`src/hw/rtl/blo_pkg.sv`:
```
// Shared types, constants and control codes of the bounded ordered list.
`timescale 1ns / 1ps
`default_nettype none
package blo_pkg;

  localparam int DEPTH   = 16;
  localparam int DATA_W  = 32;
  localparam int COUNT_W = 5;
  localparam int ADDR_W  = $clog2(DEPTH);
  localparam int CNT_W   = $clog2(DEPTH + 1);

  typedef enum logic [1:0] {
    MODE_APPEND = 2'd0,
    MODE_INSERT = 2'd1,
    MODE_REMOVE = 2'd2,
    MODE_STATUS = 2'd3
  } mode_t;

  typedef enum logic [1:0] {
    ST_DONE   = 2'd0,
    ST_FULL   = 2'd1,
    ST_EMPTY  = 2'd2,
    ST_BADPOS = 2'd3
  } status_t;

  typedef struct packed {
    mode_t                     mode;
    logic signed [DATA_W-1:0]  value;
    logic signed [DATA_W-1:0]  key;
  } req_t;

  typedef struct packed {
    status_t                   status;
    logic [COUNT_W-1:0]        count;
    logic                      is_full;
    logic                      is_empty;
    logic signed [DATA_W-1:0]  removed_value;
  } rsp_t;

  typedef enum logic [2:0] {
    S_IDLE,
    S_DECIDE,
    S_SEARCH,
    S_SHIFT,
    S_RM_WAIT,
    S_RESP
  } ctrl_state_t;

  typedef enum logic [3:0] {
    DP_NOP,
    DP_LOAD,
    DP_APPEND,
    DP_RM_READ,
    DP_RM_DONE,
    DP_SEARCH,
    DP_SHIFT_INIT,
    DP_SHIFT,
    DP_INSERT
  } dp_op_t;

  typedef struct packed {
    dp_op_t  op;
    logic    set_status;
    status_t status;
    logic    load_out;
  } dp_cmd_t;

  typedef struct packed {
    mode_t mode;
    logic  full;
    logic  empty;
    logic  few;
    logic  match;
    logic  hit_edge;
    logic  search_end;
    logic  shift_end;
    logic  out_busy;
  } dp_stat_t;

endpackage
`default_nettype wire

```
`src/hw/rtl/blo_ram.sv`:
```
// Generic simple dual-port RAM with one write port and a registered read port.
`timescale 1ns / 1ps
`default_nettype none
module blo_ram #(
  parameter int WIDTH = 32,
  parameter int DEPTH = 16
) (
  input  wire logic                     clk,
  input  wire logic                     we,
  input  wire logic [$clog2(DEPTH)-1:0] waddr,
  input  wire logic [WIDTH-1:0]         wdata,
  input  wire logic [$clog2(DEPTH)-1:0] raddr,
  output logic      [WIDTH-1:0]         rdata
);

  logic [WIDTH-1:0] mem [DEPTH];

  always_ff @(posedge clk) begin
    if (we) begin
      mem[waddr] <= wdata;
    end
    rdata <= mem[raddr];
  end

endmodule
`default_nettype wire

```
`src/hw/rtl/blo_ctrl.sv`:
```
// Controller state machine that sequences each request through the datapath.
`timescale 1ns / 1ps
`default_nettype none
module blo_ctrl (
  input  wire logic               clk,
  input  wire logic               rst,
  input  wire logic               req_valid,
  output logic                    req_ready,
  input  wire blo_pkg::dp_stat_t  stat,
  output blo_pkg::dp_cmd_t        cmd
);
  import blo_pkg::*;

  ctrl_state_t state;
  ctrl_state_t state_next;

  always_ff @(posedge clk) begin
    if (rst) begin
      state <= S_IDLE;
    end else begin
      state <= state_next;
    end
  end

  always_comb begin
    state_next     = state;
    cmd.op         = DP_NOP;
    cmd.set_status = 1'b0;
    cmd.status     = ST_DONE;
    cmd.load_out   = 1'b0;
    req_ready      = 1'b0;
    case (state)
      S_IDLE: begin
        req_ready = 1'b1;
        if (req_valid) begin
          cmd.op     = DP_LOAD;
          state_next = S_DECIDE;
        end
      end
      S_DECIDE: begin
        state_next = S_RESP;
        case (stat.mode)
          MODE_APPEND: begin
            if (stat.full) begin
              cmd.set_status = 1'b1;
              cmd.status     = ST_FULL;
            end else begin
              cmd.op = DP_APPEND;
            end
          end
          MODE_INSERT: begin
            if (stat.full) begin
              cmd.set_status = 1'b1;
              cmd.status     = ST_FULL;
            end else if (stat.few) begin
              // Fewer than three entries leave no middle position.
              cmd.set_status = 1'b1;
              cmd.status     = ST_BADPOS;
            end else begin
              cmd.op     = DP_SEARCH;
              state_next = S_SEARCH;
            end
          end
          MODE_REMOVE: begin
            if (stat.empty) begin
              cmd.set_status = 1'b1;
              cmd.status     = ST_EMPTY;
            end else begin
              cmd.op     = DP_RM_READ;
              state_next = S_RM_WAIT;
            end
          end
          default: begin
            state_next = S_RESP;
          end
        endcase
      end
      S_SEARCH: begin
        if (stat.match) begin
          if (stat.hit_edge) begin
            cmd.set_status = 1'b1;
            cmd.status     = ST_BADPOS;
            state_next     = S_RESP;
          end else begin
            cmd.op     = DP_SHIFT_INIT;
            state_next = S_SHIFT;
          end
        end else if (stat.search_end) begin
          cmd.set_status = 1'b1;
          cmd.status     = ST_BADPOS;
          state_next     = S_RESP;
        end else begin
          cmd.op = DP_SEARCH;
        end
      end
      S_SHIFT: begin
        if (stat.shift_end) begin
          cmd.op     = DP_INSERT;
          state_next = S_RESP;
        end else begin
          cmd.op = DP_SHIFT;
        end
      end
      S_RM_WAIT: begin
        cmd.op     = DP_RM_DONE;
        state_next = S_RESP;
      end
      S_RESP: begin
        if (!stat.out_busy) begin
          cmd.load_out = 1'b1;
          state_next   = S_IDLE;
        end
      end
      default: begin
        state_next = S_IDLE;
      end
    endcase
  end

endmodule
`default_nettype wire

```
`src/hw/rtl/blo_dp.sv`:
```
// Datapath: request latch, list pointers, entry memory, scan and shift logic, result register.
`timescale 1ns / 1ps
`default_nettype none
module blo_dp (
  input  wire logic               clk,
  input  wire logic               rst,
  input  wire blo_pkg::req_t      req,
  input  wire blo_pkg::dp_cmd_t   cmd,
  output blo_pkg::dp_stat_t       stat,
  output logic                    rsp_valid,
  input  wire logic               rsp_ready,
  output blo_pkg::rsp_t           rsp
);
  import blo_pkg::*;

  // Logical list position to physical memory slot, wrapping at the list depth.
  function automatic logic [ADDR_W-1:0] phys(input logic [ADDR_W-1:0] h,
                                             input logic [CNT_W-1:0]  l);
    logic [CNT_W:0] s;
    s = (CNT_W+1)'(h) + (CNT_W+1)'(l);
    if (s >= (CNT_W+1)'(DEPTH)) begin
      s = s - (CNT_W+1)'(DEPTH);
    end
    return s[ADDR_W-1:0];
  endfunction

  req_t                     cur;
  status_t                  status;
  logic signed [DATA_W-1:0] removed;
  logic [ADDR_W-1:0]        head;
  logic [CNT_W-1:0]         fill;
  logic [CNT_W-1:0]         pos;
  logic [CNT_W-1:0]         rd_pos;
  logic [CNT_W-1:0]         hit;
  logic                     pending;

  logic                     ram_we;
  logic [CNT_W-1:0]         wr_log;
  logic [CNT_W-1:0]         rd_log;
  logic [DATA_W-1:0]        ram_wdata;
  logic [DATA_W-1:0]        ram_rdata;
  logic                     search_issue;
  logic                     shift_issue;
  logic [CNT_W+COUNT_W-1:0] count_ext;

  assign search_issue = (pos < fill);
  assign shift_issue  = (pos >= hit);
  assign count_ext    = {COUNT_W'(0), fill};

  always_comb begin
    ram_we    = 1'b0;
    wr_log    = fill;
    ram_wdata = cur.value;
    rd_log    = pos;
    case (cmd.op)
      DP_APPEND: begin
        ram_we = 1'b1;
      end
      DP_SHIFT: begin
        ram_we    = pending;
        wr_log    = rd_pos + CNT_W'(1);
        ram_wdata = ram_rdata;
      end
      DP_INSERT: begin
        ram_we = 1'b1;
        wr_log = hit;
      end
      DP_RM_READ: begin
        rd_log = '0;
      end
      default: begin
        ram_we = 1'b0;
      end
    endcase
  end

  blo_ram #(
    .WIDTH (DATA_W),
    .DEPTH (DEPTH)
  ) u_ram (
    .clk   (clk),
    .we    (ram_we),
    .waddr (phys(head, wr_log)),
    .wdata (ram_wdata),
    .raddr (phys(head, rd_log)),
    .rdata (ram_rdata)
  );

  always_comb begin
    stat.mode       = cur.mode;
    stat.full       = (fill == CNT_W'(DEPTH));
    stat.empty      = (fill == '0);
    stat.few        = (fill < CNT_W'(3));
    stat.match      = pending && ($signed(ram_rdata) == cur.key);
    stat.hit_edge   = (rd_pos == '0) || (rd_pos == fill - CNT_W'(1));
    stat.search_end = !pending && !search_issue;
    stat.shift_end  = !pending && !shift_issue;
    stat.out_busy   = rsp_valid && !rsp_ready;
  end

  // Control state.
  always_ff @(posedge clk) begin
    if (rst) begin
      head      <= '0;
      fill      <= '0;
      pending   <= 1'b0;
      rsp_valid <= 1'b0;
    end else begin
      pending <= 1'b0;
      case (cmd.op)
        DP_APPEND: begin
          fill <= fill + CNT_W'(1);
        end
        DP_INSERT: begin
          fill <= fill + CNT_W'(1);
        end
        DP_RM_DONE: begin
          fill <= fill - CNT_W'(1);
          head <= (head == ADDR_W'(DEPTH - 1)) ? '0 : head + ADDR_W'(1);
        end
        DP_SEARCH: begin
          pending <= search_issue;
        end
        DP_SHIFT: begin
          pending <= shift_issue;
        end
        default: begin
          pending <= 1'b0;
        end
      endcase
      if (cmd.load_out) begin
        rsp_valid <= 1'b1;
      end else if (rsp_ready) begin
        rsp_valid <= 1'b0;
      end
    end
  end

  // Payload registers.
  always_ff @(posedge clk) begin
    case (cmd.op)
      DP_LOAD: begin
        cur     <= req;
        status  <= ST_DONE;
        removed <= '0;
        pos     <= '0;
      end
      DP_RM_DONE: begin
        removed <= $signed(ram_rdata);
      end
      DP_SEARCH: begin
        rd_pos <= pos;
        if (search_issue) begin
          pos <= pos + CNT_W'(1);
        end
      end
      DP_SHIFT_INIT: begin
        hit <= rd_pos;
        pos <= fill - CNT_W'(1);
      end
      DP_SHIFT: begin
        rd_pos <= pos;
        if (shift_issue) begin
          pos <= pos - CNT_W'(1);
        end
      end
      default: begin
        pos <= pos;
      end
    endcase
    if (cmd.set_status) begin
      status <= cmd.status;
    end
    if (cmd.load_out) begin
      rsp.status        <= status;
      rsp.count         <= count_ext[COUNT_W-1:0];
      rsp.is_full       <= (fill == CNT_W'(DEPTH));
      rsp.is_empty      <= (fill == '0);
      rsp.removed_value <= removed;
    end
  end

`ifndef NO_ASSERTIONS
  a_fill_bound: assert property (@(posedge clk) disable iff (rst)
    fill <= CNT_W'(DEPTH))
    else $error("list fill exceeds depth");

  a_fill_hold: assert property (@(posedge clk) disable iff (rst)
    (cmd.op != DP_APPEND && cmd.op != DP_INSERT && cmd.op != DP_RM_DONE) |=> $stable(fill))
    else $error("fill changed without an append, insert or remove");

  a_shift_dest: assert property (@(posedge clk) disable iff (rst)
    (cmd.op == DP_SHIFT && pending) |-> (rd_pos < fill && rd_pos >= hit))
    else $error("shift write outside the tail region");

  a_no_overwrite: assert property (@(posedge clk) disable iff (rst)
    cmd.load_out |-> !(rsp_valid && !rsp_ready))
    else $error("result loaded over a beat not yet taken");
`endif

endmodule
`default_nettype wire

```
`src/hw/rtl/bounded_ordered_list.sv`:
```
// Top level of the bounded ordered list: controller and datapath.
`timescale 1ns / 1ps
`default_nettype none
// Ordered list of up to DEPTH (16) signed 32-bit words held in a circular
// buffer in a single simple dual-port RAM. Each request beat (append at tail,
// insert before the first entry equal to key, remove head, or status only)
// produces exactly one response beat with a status code, the new count, full
// and empty flags and the removed head value. The block works on one request
// at a time. An append, a status-only request, or an insert refused before
// any search (full list, or fewer than three entries) goes from the decide
// state straight to the response state. A remove passes a wait state too,
// because the head read goes through the registered RAM read port. A middle
// insert first scans the list from the head, one entry per cycle. When the
// first match is the head or the tail, or no entry matches, the insert is
// refused. Otherwise every entry from the tail back to the match moves up
// by one slot, again one entry per cycle. The next request beat is taken in
// the cycle after the response is loaded into the output register, even if
// that response beat is still waiting on rsp_ready. Entry storage is not
// cleared at reset; only entries already written are ever read, so the
// block is ready as soon as reset is released.
module bounded_ordered_list (
  input  wire logic           clk,
  input  wire logic           rst,
  input  wire logic           req_valid,
  output logic                req_ready,
  input  wire blo_pkg::req_t  req,
  output logic                rsp_valid,
  input  wire logic           rsp_ready,
  output blo_pkg::rsp_t       rsp
);
  import blo_pkg::*;

  dp_cmd_t  cmd;
  dp_stat_t stat;

  // The controller decides each step; the datapath holds the list and the
  // result register and reports flags back.
  blo_ctrl u_ctrl (
    .clk       (clk),
    .rst       (rst),
    .req_valid (req_valid),
    .req_ready (req_ready),
    .stat      (stat),
    .cmd       (cmd)
  );

  blo_dp u_dp (
    .clk       (clk),
    .rst       (rst),
    .req       (req),
    .cmd       (cmd),
    .stat      (stat),
    .rsp_valid (rsp_valid),
    .rsp_ready (rsp_ready),
    .rsp       (rsp)
  );

endmodule
`default_nettype wire

```
`config.mk`:
```
export PLATFORM = sky130hd
export DESIGN_NAME = bounded_ordered_list
export DESIGN_NICKNAME = d
export VERILOG_FILES = /design/src/hw/rtl/blo_pkg.sv /design/src/hw/rtl/blo_ram.sv /design/src/hw/rtl/blo_ctrl.sv /design/src/hw/rtl/blo_dp.sv /design/src/hw/rtl/bounded_ordered_list.sv
export SDC_FILE = /design/constraint.sdc
export NUM_CORES = 1
export LEC_CHECK = 0
export ABC_AREA = 1
export BUFFER_PORTS_ARGS = -buffer_cell sky130_fd_sc_hd__buf_2
export CAP_MARGIN = 5
export CORE_UTILIZATION = 30
export CTS_BUF_LIST = sky130_fd_sc_hd__clkbuf_8
export CTS_CLUSTER_DIAMETER = 120
export CTS_CLUSTER_SIZE = 10
export DETAILED_ROUTE_END_ITERATION = 7
export PLACE_DENSITY = 0.57
export SLEW_MARGIN = 40
export SYNTH_ARGS = -nofsm -noshare
export SYNTH_HDL_FRONTEND = slang
export SYNTH_SLANG_ARGS = --single-unit
```
`constraint.sdc`:
```
create_clock -name clk -period 5.5 [get_ports clk]
set_input_delay 0.275 -clock clk [delete_from_list [all_inputs] [get_ports clk]]
set_output_delay 0.275 -clock clk [all_outputs]
set_load 0.01 [all_outputs]
```
==> flow_summary_export.csv <==
group,metric,value,unit
status,outcome,"finished, final reports clean",
synthesis,synth_area_per_cell,12.8,um^2
clocking,post-cts-setup-buffers,0,
power,ir_worst_vdd,0.000168,V
synthesis,synth_ff_type,"edfxtp_1",
worst_setup_path,path_class,"reg2reg",
synthesis,synth_cell_types,47,
sta,holdWs,0.297,ns
worst_setup_path,end_kind,"flop",
global_routing,grt_max_degree,182,
power,p_clk_share,28.6,%
placed_design,dp_hpwl,45.9,mm
synthesis,yosysWarnings,0,
clocking,cts_sinks,714,
synthesis,yosysTopAreaCell,"edfxtp_1",
floorplanning,die_h,311,um
power,power_per_cell_area,346,nW/um^2
sta,hold_viol,0,
min_path,hp-class,"in2reg",
sta,setup_viol,0,
power,power,11.5,mW
sta,period_share,95.9,%
route,wl,75.7,mm
sta,slew_headroom,40.8,%
synthesis,syn_area,28600,um^2
power,p_sw,3.35,mW
floorplanning,core,93900,um^2
sta,min_period,5.27,ns
finish,area_growth,16.5,%
power,combPwrFrac,16.8,%
floorplanning,die_x,311,um
finish,layout.nets,2573,
power,internal_power,8.18,mW
worst_setup_path,worstPathArrival,5.90,ns
clocking,post_cts_resized,0,
finish,drive_gt1_share,14.5,%
route,first_pass_iters,5,
synthesis,syn-num-nets,2343,
synthesis,synth-edff-count,668,
synthesis,synth_seq_area_share,73.4,%
clocking,clkTransAtPathRegs,0.07,ns
sta,rsz0062_at_grt,"no",
power,p_sw_share,29.1,%
sta,final.setup_skew,0.0514,ns
clocking,clock-root-buffer,"clkbuf_8",
clocking,htreeDepth,3,
placed_design,gp_congestion,0.847,
route,drtAntennaViolNets,0,
route,wire_per_inst,20.0,um
synthesis,synthTopCellsByArea,"edfxtp_1, o21ai_0, nand2_1",
sta,worst_pin_slew,0.888,ns
floorplanning,num_rows,112,
floorplanning,initial_core_util,30.4,%
clocking,clk_latency,0.70,ns
route,vias,18500,
global_routing,grt_pass1_vias,18200,
route,via_per_inst,4.87,
global_routing,grt.overflow.total,0,
clocking,ctsHoldBuffers,70,
clocking,numCtsBuffers,81,
sta,max_freq,190,MHz
sta,setup_tns,0,ns
global_routing,grt_pass1_wl,114,mm
finish,n_fill_cell,9109,
finish,final_cell_area,33300,um^2
worst_setup_path,path_max_fanout,62,
floorplanning,fp.dieArea,96500,um^2
clocking,cts_tree,"done",
synthesis,synth_top_area_share,70.2,%
finish,fin_util,35.5,%
floorplanning,ios,113,
power,seqPwrFrac,54.6,%
synthesis,synthArstFlopShare,0,%
placed_design,placed_area,31200,um^2
clocking,cts_buffer_depth,3,
worst_setup_path,worst_ep_required_time,6.12,ns
power,p_leak,11.8,nW
worst_setup_path,startpoint_type,"flop",
route,post-route-drc-count,0,
synthesis,ys_seq_elements,714,
global_routing,grt_use_total,15.4,%
route,first_iter_violations,1665,
run,max_cap_violations,0,
synthesis,synth_cells,2241,
sta,maxSlewViolCount,0,
placed_design,placement.io_buffers,112,
global_routing,antenna_found_initial,1,
-- final timing paths --
kind / from / endpoint / slack [ns] / depth (start not counted)
max: u_dp.cur[20]$_DFFE_PP_ / u_dp.u_ram.rdata[3]$_DFF_P_ / 0.23 / 20
min: req[29] / u_dp.cur[29]$_DFFE_PP_ / 0.30 / 2
max reg2reg: u_dp.cur[20]$_DFFE_PP_ / u_dp.u_ram.rdata[3]$_DFF_P_ / 0.23 / 20
min reg2reg: u_dp.removed[8]$_SDFFCE_PN0P_ / u_dp.rsp[8]$_DFFE_PP_ / 0.43 / 0
-- power by group through the flow --
stage | clock network [mW] | logic, mW | registers (mW)
final | 3.30 | 1.93 | 6.30
after global routing | 3.59 | 2.13 | 6.32
after CTS | 3.40 | 1.94 | 6.30
after detailed placement | 0 | 1.89 | 6.42
after global placement | 0 | 1.86 | 6.42
after floorplan | 0 | 1.20 | 6.38
-- worst max-delay path, cell delays in order (launching register included) --
cell and delay (ns):
edfxtp_1 0.48, xnor2_1 0.35, nand2_1 0.09, nor2_1 0.40, nand3_1 0.20, nor2_4 0.30, nor2_1 0.07, nand2_1 0.12
nand2_2 0.13, nand3_2 0.14, inv_1 0.07, nor2_1 0.19, ha_4 0.18, fa_2 0.47, inv_4 0.63, buf_4 0.34
a21oi_1 0.06, a32o_1 0.24, o21ai_0 0.42, nand2_1 0.18, o21ai_2 0.09
-- cell type report --
cell class / instances / area, um^2 / area share (%)
Clock buffer: 83 / 1140 / 3.43
Multi-Input combinational cell: 1283 / 6790 / 20.4
Clock inverter: 68 / 285 / 0.856
Antenna cell: 1 / 2.50 / 0.00751
Inverter: 128 / 492 / 1.48
Timing Repair Buffer: 263 / 2050 / 6.15
Tap cell: 1254 / 1570 / 4.71
Sequential cell: 714 / 21000 / 63.0
-- cell usage in the layout (no fill, tap or decap), types with 28 or more instances in the layout --
| cell type | netlist | routed |
|---|---|---|
| dfxtp_1 | 46 | 46 |
| o221ai_1 | 33 | 33 |
| ha_1 | 29 | 28 |
| nor2_1 | 292 | 275 |
| dlygate4sd3_1 | 0 | 70 |
| a21oi_1 | 53 | 53 |
| o22ai_1 | 68 | 68 |
| edfxtp_1 | 668 | 668 |
| o21ai_0 | 304 | 304 |
| nand3_1 | 32 | 32 |
| clkbuf_8 | 0 | 83 |
| buf_4 | 2 | 66 |
| a32o_1 | 32 | 32 |
| inv_1 | 116 | 176 |
| o21ai_2 | 30 | 30 |
| buf_2 | 3 | 112 |
| nand2_1 | 333 | 333 |
-- per-layer routing --
| layer | wire (um) | GRT usage, % | vias to the layer above |
|---|---|---|---|
| li1 | - | - | 8556 |
| met1 | 33100 | 20.6 | 9236 |
| met3 | 4100 | 1.95 | 97 |
| met4 | 2010 | 5.33 | 0 |
| met5 | 0 | 0 | - |
| met2 | 36500 | 25.6 | 574 |
-- synth_stat cells (3+ instances only) --
cell type    n
nand2_1    333
inv_2       11
dfxtp_1     46
o221ai_1    33
o21ai_1      4
o21ai_2     30
o22ai_1     68
fa_1         3
clkbuf_1    95
o21ai_0    304
a32o_1      32
edfxtp_1   668
buf_2        3
nand3_2      3
nor3_1       4
nand4_1     13
ha_1        29
a211oi_1     3
nor2_2       3
xnor2_1      9
nand3_4      3
inv_1      116
buf_1        9
buf_6        7
xor2_1      10
a21oi_1     53
nor2_1     292
nand3_1     32
-- state kept, by name (all words and copies together) (netlist names) --
register	flops
u_dp.fill	5
u_dp.pending	1
u_dp.pos	5
u_ctrl.state	3
u_dp.hit	5
u_dp.head	4
u_dp.rd_pos	5
u_dp.status	2
u_dp.removed	32
u_dp.stat	2
u_dp.rsp	41
u_dp.u_ram.rdata	32
u_dp.rsp_valid	1
u_dp.cur	64
u_dp.u_ram.mem	512
-- cells by family (layout without fill, tap and decap cells) --
kind of cell / count (synthesis) / count (layout) / share of synthesized area (%)
xor+xnor: 19 / 19 / 0.582
flops: 714 / 714 / 73.4
fa+ha+maj: 32 / 32 / 1.48
other cells: 0 / 1 / 0
buf+inv: 244 / 542 / 3.43
simple gates: 697 / 697 / 9.94
compound gates: 535 / 535 / 11.2
-- stage by stage --
step | cells | setup slack [ns]
final | 3794 | 0.228
after global routing | 3794 | 0.0349
after CTS | 3793 | 0.211
after detailed placement | 3572 | 0.254
after global placement | 3572 | 0.124
after floorplan | 2241 | -0.394
(Power assumes the default switching activity.)
